**src/rtl/core/char_lcd_frame_serializer_assert.svh**
```systemverilog
// Assertion macros shared by the framebuffer serializer modules.
`ifndef CHAR_LCD_FRAME_SERIALIZER_ASSERT_SVH
`define CHAR_LCD_FRAME_SERIALIZER_ASSERT_SVH
`ifndef SYNTHESIS
`define CLFS_ASSERT(lbl, ck, rs, prop, msg) \
  lbl: assert property (@(posedge ck) disable iff (rs) (prop)) else $error(msg);
`define CLFS_ASSERT_IMPL(lbl, ck, rs, ante, cons, msg) \
  lbl: assert property (@(posedge ck) disable iff (rs) (ante) |-> (cons)) else $error(msg);
`define CLFS_ASSERT_NEXT(lbl, ck, rs, ante, cons, msg) \
  lbl: assert property (@(posedge ck) disable iff (rs) (ante) |=> (cons)) else $error(msg);
`else
`define CLFS_ASSERT(lbl, ck, rs, prop, msg)
`define CLFS_ASSERT_IMPL(lbl, ck, rs, ante, cons, msg)
`define CLFS_ASSERT_NEXT(lbl, ck, rs, ante, cons, msg)
`endif
`endif

```
**src/rtl/core/clfs_pkg.sv**
```systemverilog
`default_nettype none
package clfs_pkg;

  localparam logic [7:0] BLANK_CODE = 8'h20;
  localparam logic [7:0] ESC_CODE   = 8'h1B;
  localparam logic [7:0] ESC_BELOW  = 8'h08;
  localparam logic [7:0] HOME_CODE  = 8'h1E;
  localparam logic [7:0] LF_CODE    = 8'h0A;
  localparam logic [7:0] CR_CODE    = 8'h0D;

  localparam int S_DATA_W = 24;
  localparam int S_USER_W = 2;
  localparam int M_DATA_W = 8;
  localparam int CFG_W    = 5;

  localparam logic [1:0] REQ_WRITE = 2'd0;
  localparam logic [1:0] REQ_CLEAR = 2'd1;
  localparam logic [1:0] REQ_FLUSH = 2'd2;

  localparam logic REG_COLS_IN_USE = 1'b0;
  localparam logic REG_ROWS_IN_USE = 1'b1;

  localparam logic [4:0] COLS_RESET = 5'd16;
  localparam logic [2:0] ROWS_RESET = 3'd2;

  typedef enum logic [3:0] {
    ST_IDLE,
    ST_CMP_RD,
    ST_CMP_CHK,
    ST_HOME,
    ST_RD,
    ST_DATA,
    ST_ESC,
    ST_CHAR,
    ST_LF,
    ST_CR
  } state_t;

  typedef struct packed {
    logic frame_clear;
    logic frame_we;
    logic frame_re;
    logic shadow_we;
    logic shadow_re;
  } mem_ctl_t;

endpackage
`default_nettype wire

```
**src/rtl/core/clfs_cell_mem.sv**
```systemverilog
`default_nettype none
`include "char_lcd_frame_serializer_assert.svh"
module clfs_cell_mem #(
  parameter int DEPTH  = 80,
  parameter int ADDR_W = 7
) (
  input  wire logic              clk,
  input  wire logic              rst,
  input  wire logic              clear_all,
  input  wire logic              we,
  input  wire logic [ADDR_W-1:0] waddr,
  input  wire logic [7:0]        wdata,
  input  wire logic              re,
  input  wire logic [ADDR_W-1:0] raddr,
  output logic      [7:0]        rdata
);

  logic [7:0]       mem [DEPTH];
  logic [DEPTH-1:0] valid;

  // A cell that was never written since reset or the last clear reads as a blank.
  always_ff @(posedge clk) begin
    if (rst || clear_all) begin
      valid <= '0;
    end else if (we) begin
      valid[waddr] <= 1'b1;
    end
  end

  always_ff @(posedge clk) begin
    if (we) begin
      mem[waddr] <= wdata;
    end
  end

  always_ff @(posedge clk) begin
    if (re) begin
      rdata <= valid[raddr] ? mem[raddr] : clfs_pkg::BLANK_CODE;
    end
  end

  `CLFS_ASSERT_IMPL(a_no_rw_same, clk, rst, re && we, raddr != waddr, "read and write hit one cell")
  `CLFS_ASSERT_IMPL(a_clear_alone, clk, rst, clear_all, !we, "clear coincides with a write")
  `CLFS_ASSERT_NEXT(a_write_marks, clk, rst, we, valid[$past(waddr)], "written cell not marked")

endmodule
`default_nettype wire

```
**src/rtl/core/clfs_ctrl.sv**
```systemverilog
`default_nettype none
`include "char_lcd_frame_serializer_assert.svh"
module clfs_ctrl #(
  parameter int MAX_COLS = 20,
  parameter int ADDR_W   = 7,
  parameter int COL_W    = 5,
  parameter int ROW_W    = 2
) (
  input  wire logic                            clk,
  input  wire logic                            rst,
  input  wire logic                            s_tvalid,
  output logic                                 s_tready,
  input  wire logic [clfs_pkg::S_DATA_W-1:0]   s_tdata,
  input  wire logic [clfs_pkg::S_USER_W-1:0]   s_tuser,
  output logic                                 m_tvalid,
  input  wire logic                            m_tready,
  output logic      [clfs_pkg::M_DATA_W-1:0]   m_tdata,
  output logic                                 m_tlast,
  input  wire logic [COL_W-1:0]                last_col,
  input  wire logic [ROW_W-1:0]                last_row,
  output clfs_pkg::mem_ctl_t                   mem_ctl,
  output logic      [ADDR_W-1:0]               frame_waddr,
  output logic      [7:0]                      frame_wdata,
  output logic      [ADDR_W-1:0]               rd_addr,
  input  wire logic [7:0]                      frame_rdata,
  input  wire logic [7:0]                      shadow_rdata
);

  clfs_pkg::state_t state, state_next;

  logic [1:0]        req_type;
  logic [5:0]        col_pos;
  logic [3:0]        line_pos;
  logic [7:0]        char_code;
  logic              in_fire;
  logic              col_ok;
  logic              row_ok;
  logic              out_free;
  logic              out_load;
  logic [7:0]        out_byte_next;
  logic              out_last_next;
  logic              col_last;
  logic              row_last;
  logic              mismatch;
  logic              pass_skipped;
  logic [COL_W-1:0]  col;
  logic [ROW_W-1:0]  row_cnt;
  logic [ADDR_W-1:0] base;
  logic [ADDR_W-1:0] flush_base;

  assign req_type  = s_tuser;
  assign col_pos   = s_tdata[5:0];
  assign line_pos  = s_tdata[9:6];
  assign char_code = s_tdata[17:10];

  assign s_tready = (state == clfs_pkg::ST_IDLE);
  assign in_fire  = s_tvalid && s_tready;
  assign col_ok   = (col_pos != 6'd0) && (32'(col_pos) <= 32'(last_col) + 32'd1);
  assign row_ok   = (line_pos != 4'd0) && (32'(line_pos) <= 32'(last_row) + 32'd1);
  assign out_free = !m_tvalid || m_tready;
  assign col_last = (col == last_col);
  assign row_last = (row_cnt == last_row);
  assign mismatch = (frame_rdata != shadow_rdata);

  assign flush_base  = ADDR_W'((32'(line_pos) - 32'd1) * MAX_COLS);
  assign frame_waddr = ADDR_W'((32'(line_pos) - 32'd1) * MAX_COLS + 32'(col_pos) - 32'd1);
  assign frame_wdata = char_code;
  assign rd_addr     = ADDR_W'(32'(base) + 32'(col));

  always_comb begin
    state_next = state;
    unique case (state)
      clfs_pkg::ST_IDLE: begin
        if (in_fire && req_type == clfs_pkg::REQ_FLUSH && row_ok) begin
          if (line_pos == 4'd1) begin
            state_next = clfs_pkg::ST_CMP_RD;
          end else if (!pass_skipped) begin
            state_next = clfs_pkg::ST_RD;
          end
        end
      end
      clfs_pkg::ST_CMP_RD:  state_next = clfs_pkg::ST_CMP_CHK;
      clfs_pkg::ST_CMP_CHK: begin
        if (mismatch) begin
          state_next = clfs_pkg::ST_HOME;
        end else if (col_last && row_last) begin
          state_next = clfs_pkg::ST_IDLE;
        end else begin
          state_next = clfs_pkg::ST_CMP_RD;
        end
      end
      clfs_pkg::ST_HOME: if (out_free) state_next = clfs_pkg::ST_RD;
      clfs_pkg::ST_RD:   state_next = clfs_pkg::ST_DATA;
      clfs_pkg::ST_DATA: begin
        state_next = (frame_rdata < clfs_pkg::ESC_BELOW) ? clfs_pkg::ST_ESC : clfs_pkg::ST_CHAR;
      end
      clfs_pkg::ST_ESC:  if (out_free) state_next = clfs_pkg::ST_CHAR;
      clfs_pkg::ST_CHAR: begin
        if (out_free) state_next = col_last ? clfs_pkg::ST_LF : clfs_pkg::ST_RD;
      end
      clfs_pkg::ST_LF:   if (out_free) state_next = clfs_pkg::ST_CR;
      clfs_pkg::ST_CR:   if (out_free) state_next = clfs_pkg::ST_IDLE;
      default:           state_next = clfs_pkg::ST_IDLE;
    endcase
  end

  always_comb begin
    out_load      = 1'b0;
    out_byte_next = clfs_pkg::HOME_CODE;
    out_last_next = 1'b0;
    mem_ctl       = '0;
    unique case (state)
      clfs_pkg::ST_IDLE: begin
        mem_ctl.frame_we    = in_fire && req_type == clfs_pkg::REQ_WRITE && col_ok && row_ok;
        mem_ctl.frame_clear = in_fire && req_type == clfs_pkg::REQ_CLEAR;
      end
      clfs_pkg::ST_CMP_RD: begin
        mem_ctl.frame_re  = 1'b1;
        mem_ctl.shadow_re = 1'b1;
      end
      clfs_pkg::ST_HOME: out_load = out_free;
      clfs_pkg::ST_RD:   mem_ctl.frame_re = 1'b1;
      // The cell just read goes to the shadow at the same address.
      clfs_pkg::ST_DATA: mem_ctl.shadow_we = 1'b1;
      clfs_pkg::ST_ESC: begin
        out_load      = out_free;
        out_byte_next = clfs_pkg::ESC_CODE;
      end
      clfs_pkg::ST_CHAR: begin
        out_load      = out_free;
        out_byte_next = frame_rdata;
      end
      clfs_pkg::ST_LF: begin
        out_load      = out_free;
        out_byte_next = clfs_pkg::LF_CODE;
      end
      clfs_pkg::ST_CR: begin
        out_load      = out_free;
        out_byte_next = clfs_pkg::CR_CODE;
        out_last_next = 1'b1;
      end
      default: ;
    endcase
  end

  always_ff @(posedge clk) begin
    if (rst) begin
      state        <= clfs_pkg::ST_IDLE;
      pass_skipped <= 1'b0;
      m_tvalid     <= 1'b0;
    end else begin
      state <= state_next;
      if (out_load) begin
        m_tvalid <= 1'b1;
      end else if (m_tready) begin
        m_tvalid <= 1'b0;
      end
      if (state == clfs_pkg::ST_CMP_CHK) begin
        if (mismatch) begin
          pass_skipped <= 1'b0;
        end else if (col_last && row_last) begin
          pass_skipped <= 1'b1;
        end
      end
    end
  end

  always_ff @(posedge clk) begin
    if (out_load) begin
      m_tdata <= out_byte_next;
      m_tlast <= out_last_next;
    end
    if (state == clfs_pkg::ST_IDLE && in_fire) begin
      col     <= '0;
      row_cnt <= '0;
      base    <= flush_base;
    end else if (state == clfs_pkg::ST_CMP_CHK) begin
      // A difference anywhere restarts the walk at row 1 for sending.
      if (mismatch) begin
        base <= '0;
        col  <= '0;
      end else if (col_last) begin
        if (!row_last) begin
          row_cnt <= row_cnt + 1'b1;
          base    <= ADDR_W'(32'(base) + MAX_COLS);
          col     <= '0;
        end
      end else begin
        col <= col + 1'b1;
      end
    end else if (state == clfs_pkg::ST_CHAR && out_free && !col_last) begin
      col <= col + 1'b1;
    end
  end

  `CLFS_ASSERT_IMPL(a_shadow_after_read, clk, rst, mem_ctl.shadow_we, $past(state) == clfs_pkg::ST_RD, "shadow written without a frame read")
  `CLFS_ASSERT_IMPL(a_tlast_is_cr, clk, rst, m_tvalid && m_tlast, m_tdata == clfs_pkg::CR_CODE, "last byte is not a carriage return")
  `CLFS_ASSERT_NEXT(a_equal_sets_skip, clk, rst, state == clfs_pkg::ST_CMP_CHK && !mismatch && col_last && row_last, pass_skipped, "unchanged frame did not mark the pass")
  `CLFS_ASSERT_IMPL(a_home_from_cmp, clk, rst, state == clfs_pkg::ST_HOME && $past(state) != clfs_pkg::ST_HOME, $past(state) == clfs_pkg::ST_CMP_CHK, "cursor home without a compare")

endmodule
`default_nettype wire

```
**src/rtl/core/char_lcd_frame_serializer.sv**
```systemverilog
// Write and clear requests leave the block idle, so it stays ready for the next one.
// A flush of row 1 first walks the used frame against the shadow, cell by cell.
// Sending a row walks each cell through memory read, data and byte, with an escape
// byte first below ESC_BELOW, then line feed and carriage return; home leads after a
// compare; a stalled output holds the bytes. Reset makes both stores read as blanks.
`default_nettype none
module char_lcd_frame_serializer #(
  parameter int MAX_COLS = 20,
  parameter int MAX_ROWS = 4
) (
  input  wire logic                           clk,
  input  wire logic                           rst,
  input  wire logic                           cfg_we,
  input  wire logic                           cfg_index,
  input  wire logic [clfs_pkg::CFG_W-1:0]     cfg_data,
  input  wire logic                           s_tvalid,
  output logic                                s_tready,
  // col_pos [5:0], line_pos [9:6], char_code [17:10], zero fill above
  input  wire logic [clfs_pkg::S_DATA_W-1:0]  s_tdata,
  // req_type [1:0]
  input  wire logic [clfs_pkg::S_USER_W-1:0]  s_tuser,
  output logic                                m_tvalid,
  input  wire logic                           m_tready,
  // out_byte [7:0]
  output logic      [clfs_pkg::M_DATA_W-1:0]  m_tdata,
  output logic                                m_tlast
);

  localparam int CELLS  = MAX_COLS * MAX_ROWS;
  localparam int ADDR_W = (CELLS > 1) ? $clog2(CELLS) : 1;
  localparam int COL_W  = (MAX_COLS > 1) ? $clog2(MAX_COLS) : 1;
  localparam int ROW_W  = (MAX_ROWS > 1) ? $clog2(MAX_ROWS) : 1;

  logic [4:0]         cols_in_use;
  logic [2:0]         rows_in_use;
  logic [COL_W-1:0]   last_col;
  logic [ROW_W-1:0]   last_row;
  clfs_pkg::mem_ctl_t mem_ctl;
  logic [ADDR_W-1:0]  frame_waddr;
  logic [7:0]         frame_wdata;
  logic [ADDR_W-1:0]  rd_addr;
  logic [7:0]         frame_rdata;
  logic [7:0]         shadow_rdata;

  always_ff @(posedge clk) begin
    if (rst) begin
      cols_in_use <= clfs_pkg::COLS_RESET;
      rows_in_use <= clfs_pkg::ROWS_RESET;
    end else if (cfg_we) begin
      unique case (cfg_index)
        clfs_pkg::REG_COLS_IN_USE: cols_in_use <= cfg_data;
        clfs_pkg::REG_ROWS_IN_USE: rows_in_use <= cfg_data[2:0];
      endcase
    end
  end

  // Sizes outside the supported range are clamped; the walk uses the last index.
  always_comb begin
    if (cols_in_use == 5'd0) begin
      last_col = '0;
    end else if (32'(cols_in_use) > MAX_COLS) begin
      last_col = COL_W'(MAX_COLS - 1);
    end else begin
      last_col = COL_W'(cols_in_use - 5'd1);
    end
    if (rows_in_use == 3'd0) begin
      last_row = '0;
    end else if (32'(rows_in_use) > MAX_ROWS) begin
      last_row = ROW_W'(MAX_ROWS - 1);
    end else begin
      last_row = ROW_W'(rows_in_use - 3'd1);
    end
  end

  clfs_ctrl #(
    .MAX_COLS(MAX_COLS),
    .ADDR_W  (ADDR_W),
    .COL_W   (COL_W),
    .ROW_W   (ROW_W)
  ) u_ctrl (
    .clk         (clk),
    .rst         (rst),
    .s_tvalid    (s_tvalid),
    .s_tready    (s_tready),
    .s_tdata     (s_tdata),
    .s_tuser     (s_tuser),
    .m_tvalid    (m_tvalid),
    .m_tready    (m_tready),
    .m_tdata     (m_tdata),
    .m_tlast     (m_tlast),
    .last_col    (last_col),
    .last_row    (last_row),
    .mem_ctl     (mem_ctl),
    .frame_waddr (frame_waddr),
    .frame_wdata (frame_wdata),
    .rd_addr     (rd_addr),
    .frame_rdata (frame_rdata),
    .shadow_rdata(shadow_rdata)
  );

  clfs_cell_mem #(
    .DEPTH (CELLS),
    .ADDR_W(ADDR_W)
  ) u_frame (
    .clk      (clk),
    .rst      (rst),
    .clear_all(mem_ctl.frame_clear),
    .we       (mem_ctl.frame_we),
    .waddr    (frame_waddr),
    .wdata    (frame_wdata),
    .re       (mem_ctl.frame_re),
    .raddr    (rd_addr),
    .rdata    (frame_rdata)
  );

  clfs_cell_mem #(
    .DEPTH (CELLS),
    .ADDR_W(ADDR_W)
  ) u_shadow (
    .clk      (clk),
    .rst      (rst),
    .clear_all(1'b0),
    .we       (mem_ctl.shadow_we),
    .waddr    (rd_addr),
    .wdata    (frame_rdata),
    .re       (mem_ctl.shadow_re),
    .raddr    (rd_addr),
    .rdata    (shadow_rdata)
  );

endmodule
`default_nettype wire
```
**config.mk**
```make
export PLATFORM = sky130hd
export DESIGN_NAME = char_lcd_frame_serializer
export DESIGN_NICKNAME = d
export VERILOG_FILES = /design/src/rtl/core/clfs_pkg.sv /design/src/rtl/core/clfs_cell_mem.sv /design/src/rtl/core/clfs_ctrl.sv /design/src/rtl/core/char_lcd_frame_serializer.sv
export VERILOG_INCLUDE_DIRS = /design/src /design/src/rtl/core
export SDC_FILE = /design/constraint.sdc
export NUM_CORES = 2
export LEC_CHECK = 0
export BUFFER_PORTS_ARGS = -buffer_cell sky130_fd_sc_hd__buf_2
export CORE_MARGIN = 1.5
export CORE_UTILIZATION = 50
export DETAILED_ROUTE_END_ITERATION = 7
export PLACE_DENSITY = 0.67
export SYNTH_ARGS = -nofsm -noshare
export SYNTH_HDL_FRONTEND = slang
export SYNTH_SLANG_ARGS = --single-unit
```
**constraint.sdc**
```tcl
create_clock -name clk -period 5.71 [get_ports clk]
set_input_delay 0.571 -clock clk [delete_from_list [all_inputs] [get_ports clk]]
set_output_delay 0.571 -clock clk [all_outputs]
set_load 0.03 [all_outputs]
```
==> impl_summary.log <==
[metrics] startpoint type of the worst setup path: flop
[metrics] synthesized netlist net count: roughly 3,500
[metrics] Max Clock Skew: around 30 ps
[metrics] syn_area_per_cell: 17.5 sq um
[metrics] outcome: finished clean
[metrics] Switching Power: between 8000 and 9000 uW
[metrics] Post-Route WL: 144,000 microns
[metrics] Critical Path Sink: u_frame.mem[60][0]$_DFFE_PP_
[metrics] Peak Freq: 198 MHz
[metrics] count of standard-cell rows: ~130
[metrics] area of the die: ~120,000 sq um
[metrics] min-delay worst type: input port to flop
[metrics] cell count of the worst reg-to-reg path: 16
[metrics] post-layout worst setup margin: 661 ps
[metrics] slew at the pin closest to its max-slew limit: about 1300 ps
[metrics] P_int: 19,900 uW
[metrics] utilization after layout: 0.569
[metrics] Post-Layout Cell Count: 5,295
[metrics] fraction of final layout cells with drive strength greater than 1: 0.224
[metrics] sequential share of power: 0.446
[metrics] share of the clock period used by the worst path: 0.884
[metrics] Resize count post-CTS: 0
[metrics] switching share of power: 0.290
[metrics] static leakage: 0.0213 uW
[metrics] sequential cell area in the final layout: 43,000 sq um
[metrics] number of distinct standard cells referenced by the synthesized netlist: between 70 and 80
[metrics] post-route worst hold slack: roughly 74 ps
[metrics] pin count of the biggest net entering global routing: 96
[metrics] via count of the first global-routing pass: approximately 32,000
[metrics] total of fill cells in the finished design: slightly below 9,000
[metrics] die width: 349 microns
[metrics] most used cells in the layout excluding fill and tap cells: 1,310 x sky130_fd_sc_hd__edfxtp_1, 382 x sky130_fd_sc_hd__mux4_2, 299 x sky130_fd_sc_hd__nand2_1
[metrics] Critical Path Max Stage Delay: 690 ps
[metrics] total grt overflow: 0
[metrics] number of buffers inserted by port buffering: 41
[metrics] final slew viol count: 0
[metrics] Cells after Synth: 3,428
[metrics] maximum fanout along the worst path: 16
[metrics] Cell Pwr Density: 417 nW/um^2
[metrics] number of antenna violations at the first check in global routing: 1
[metrics] Final min period: 5050 ps
[metrics] top-level port count: 48
[metrics] die height: ~350 microns
[metrics] worst supply voltage drop on vdd: 0.000304 V
[metrics] Final Hold Viols: 0
[metrics] most frequent standard cell in the layout excluding fill and tap cells: sky130_fd_sc_hd__edfxtp_1
[metrics] post-route DRC violation count: 0
[metrics] vias per std cell: a little over 6
[metrics] reg-to-reg critical path startpoint: cols_in_use[0]$_SDFFE_PP0P_
[metrics] sum of internal, switching and leakage power: 28,100 uW
[metrics] global-route wire length before repair: 213,000 microns
[metrics] final setup vio count: 0
[metrics] max-capacitance violation count: 0
[metrics] Final Wtd Congestion: 0.835
[metrics] critical-path cell list: inv_1, ha_1, or2b_1, a311oi_1, ha_1, nand2_1, or2_2, a221oi_1, o22ai_1, ha_1, nand2_1, o22ai_1, a21o_1, nand2_1, buf_4, nor2_1
[metrics] worst-case setup slack after placement: approximately 180 ps
[metrics] final net count: 3,654
[metrics] total global routing track utilization: 0.239
[metrics] number of buffers added for setup after CTS: 0
[metrics] 1st-pass router iterations: 5
[metrics] power share of the combinational group: 0.216
[metrics] endpoint of the lowest-slack register-to-register path: u_frame.mem[60][0]$_DFFE_PP_
[metrics] latest clock arrival within the worst-skew pair: 760 ps
[metrics] clock net sink count: between 1,000 and 1,500
[metrics] setup repair after global routing missed its margin: false
[metrics] area inside the core boundary: 118,000 sq um
[metrics] critical path startpoint: cols_in_use[0]$_SDFFE_PP0P_
[metrics] HPWL reported at the end of detailed placement: between 80,000 and 90,000 microns
[metrics] growth of design area from synthesis to finish: 12.4%
[metrics] TritonCTS clock tree: done
[metrics] total of flip-flops plus latches after synthesis: 1,493
[metrics] prevailing post-synth register cell: sky130_fd_sc_hd__edfxtp_1
[metrics] cts bufs inserted: 147
[metrics] Max stage delay cell, worst path: sky130_fd_sc_hd__nor2_1
[metrics] number of synthesis warnings: 0
[metrics] depth of the CTS H-tree: 4
[metrics] clock-pin transition on the worst setup and hold timing paths: 60 ps
[metrics] crit path kind: flop to flop
[metrics] number of synthesized flops with an enable pin: between 1,000 and 1,500
[metrics] Clock Power Share: 0.338
[metrics] total placed cells including tap cells: 5,029
[metrics] Detailed Route Iter0 Violations: roughly 4,100
[metrics] Req. time, crit path: ~6000 ps
[metrics] initial core utilization: 0.506
[metrics] maximum count of clock buffers along a single path: 3
[metrics] Crit. End Element: flop
[metrics] worst slew slack as a fraction of its limit: 0.121
[metrics] routed vias: about 32,000
[metrics] R2R setup slack: 660 ps
[metrics] data arrival time of the critical path: 5420 ps
[metrics] routed length per instance: between 20 and 30 microns
[metrics] area of the multi-input gates: 15,900 sq um
[metrics] clock tree root buffer cell: sky130_fd_sc_hd__clkbuf_16
[metrics] hold-fix buffers at CTS: 0
[metrics] ANT nets after route: 0
[metrics] Post-Synthesis Cell Area: roughly 60,000 sq um
[metrics] async set-reset flop share out of synthesis: 0
[metrics] post-synthesis sequential area ratio: 0.718
## registers in the layout, summed over array words and instances (netlist names), 2 cells and up
signal and count:
u_ctrl.col 5, u_frame.valid 80, u_ctrl.m_tdata 8, u_ctrl.row_cnt 2
u_ctrl.base 7, rows_in_use 3, cols_in_use 5, u_frame.mem 640
u_shadow.rdata 8, u_frame.rdata 8, u_ctrl.state 4, u_shadow.valid 80
u_shadow.mem 640
## cells in the mapped netlist, drive strengths merged, types with 14 or more instances
cell,instances,area share
and2,20,0.0021
dfxtp,183,0.061
a21oi,86,0.0072
nor2,291,0.018
ha,37,0.0077
xor2,18,0.0026
nor4,15,0.0016
nand3,95,0.0079
and3,14,0.0015
o21ai,107,0.0089
xnor2,19,0.0028
clkbuf,102,0.0064
a31oi,66,0.0071
buf,97,0.0096
mux4,382,0.14
nand2,300,0.019
mux2i,47,0.0079
edfxtp,1310,0.66
inv,46,0.0029
nor3,20,0.0020
o22ai,15,0.0016
## area by class of cell
cell class              count  area share
flip-flops and latches   1493       0.639
clock inverters            70     0.00949
multi-input cells        1689       0.236
clock buffers             195      0.0601
repair buffers            200      0.0236
inverters                  47     0.00264
well taps                1600      0.0297
diodes                      1   0.0000372
## power groups by stage
stage               clock (uW)  combinational (uW)  sequential, uW
floorplan                    0                3470           12900
global placement             0                5990           12700
detailed placement           0                6030           12700
CTS                       9600                6050           12500
global route             10000                6400           12500
finish                    9490                6070           12500
## how the worst min path moves through the flow
| stage | startpoint | endpoint | slack, ps | cells after the start |
|---|---|---|---|---|
| 2_1_floorplan | u_frame.valid[10]$_SDFFE_PP0P_ | u_frame.valid[10]$_SDFFE_PP0P_ | 420 | 2 |
| 3_3_place_gp | u_frame.valid[14]$_SDFFE_PP0P_ | u_frame.valid[14]$_SDFFE_PP0P_ | 430 | 2 |
| 3_5_place_dp | u_frame.valid[30]$_SDFFE_PP0P_ | u_frame.valid[30]$_SDFFE_PP0P_ | 440 | 2 |
| 4_1_cts | cfg_data[4] | cols_in_use[4]$_SDFFE_PP1P_ | 40 | 3 |
| 5_1_grt | cfg_data[4] | cols_in_use[4]$_SDFFE_PP1P_ | 60 | 3 |
| 6_report | cfg_data[4] | cols_in_use[4]$_SDFFE_PP1P_ | 70 | 3 |
## routing by layer
layer  track usage  part of all wire  wire length, microns
met1         0.352              0.42                 61000
met2         0.362              0.46                 66600
met3        0.0477             0.091                 13100
met4        0.0697             0.025                  3590
met5             0                 0                     0
## through the flow
stage	cell area, sq um	setup TNS [ps]
2_1_floorplan	59900	0
3_3_place_gp	62600	-19760
3_5_place_dp	62700	0
4_1_cts	67300	0
5_1_grt	67300	0
6_report	67300	0
## logic make-up after synthesis
family | count (synthesis) | synth area share
AOI/OAI and AO/OA | 364 | 0.0378
xor gates and xnor gates | 37 | 0.00541
adders and majority gates | 39 | 0.00839
buffers and inverters | 246 | 0.0190
DFF | 1493 | 0.718
muxes | 432 | 0.152
and+or+nand+nor | 817 | 0.0597
## critical path, delay by kind of cell (launching register included)
| kind | cells | cell delay, ps |
|---|---|---|
| AO/OA/AOI/OAI | 5 | 1410 |
| buffers and inverters | 2 | 390 |
| AND/OR/NAND/NOR | 6 | 1560 |
| flip-flops | 1 | 430 |
| adder cells (fa/ha/maj) | 3 | 890 |
Power figures use the tool's default switching activity.
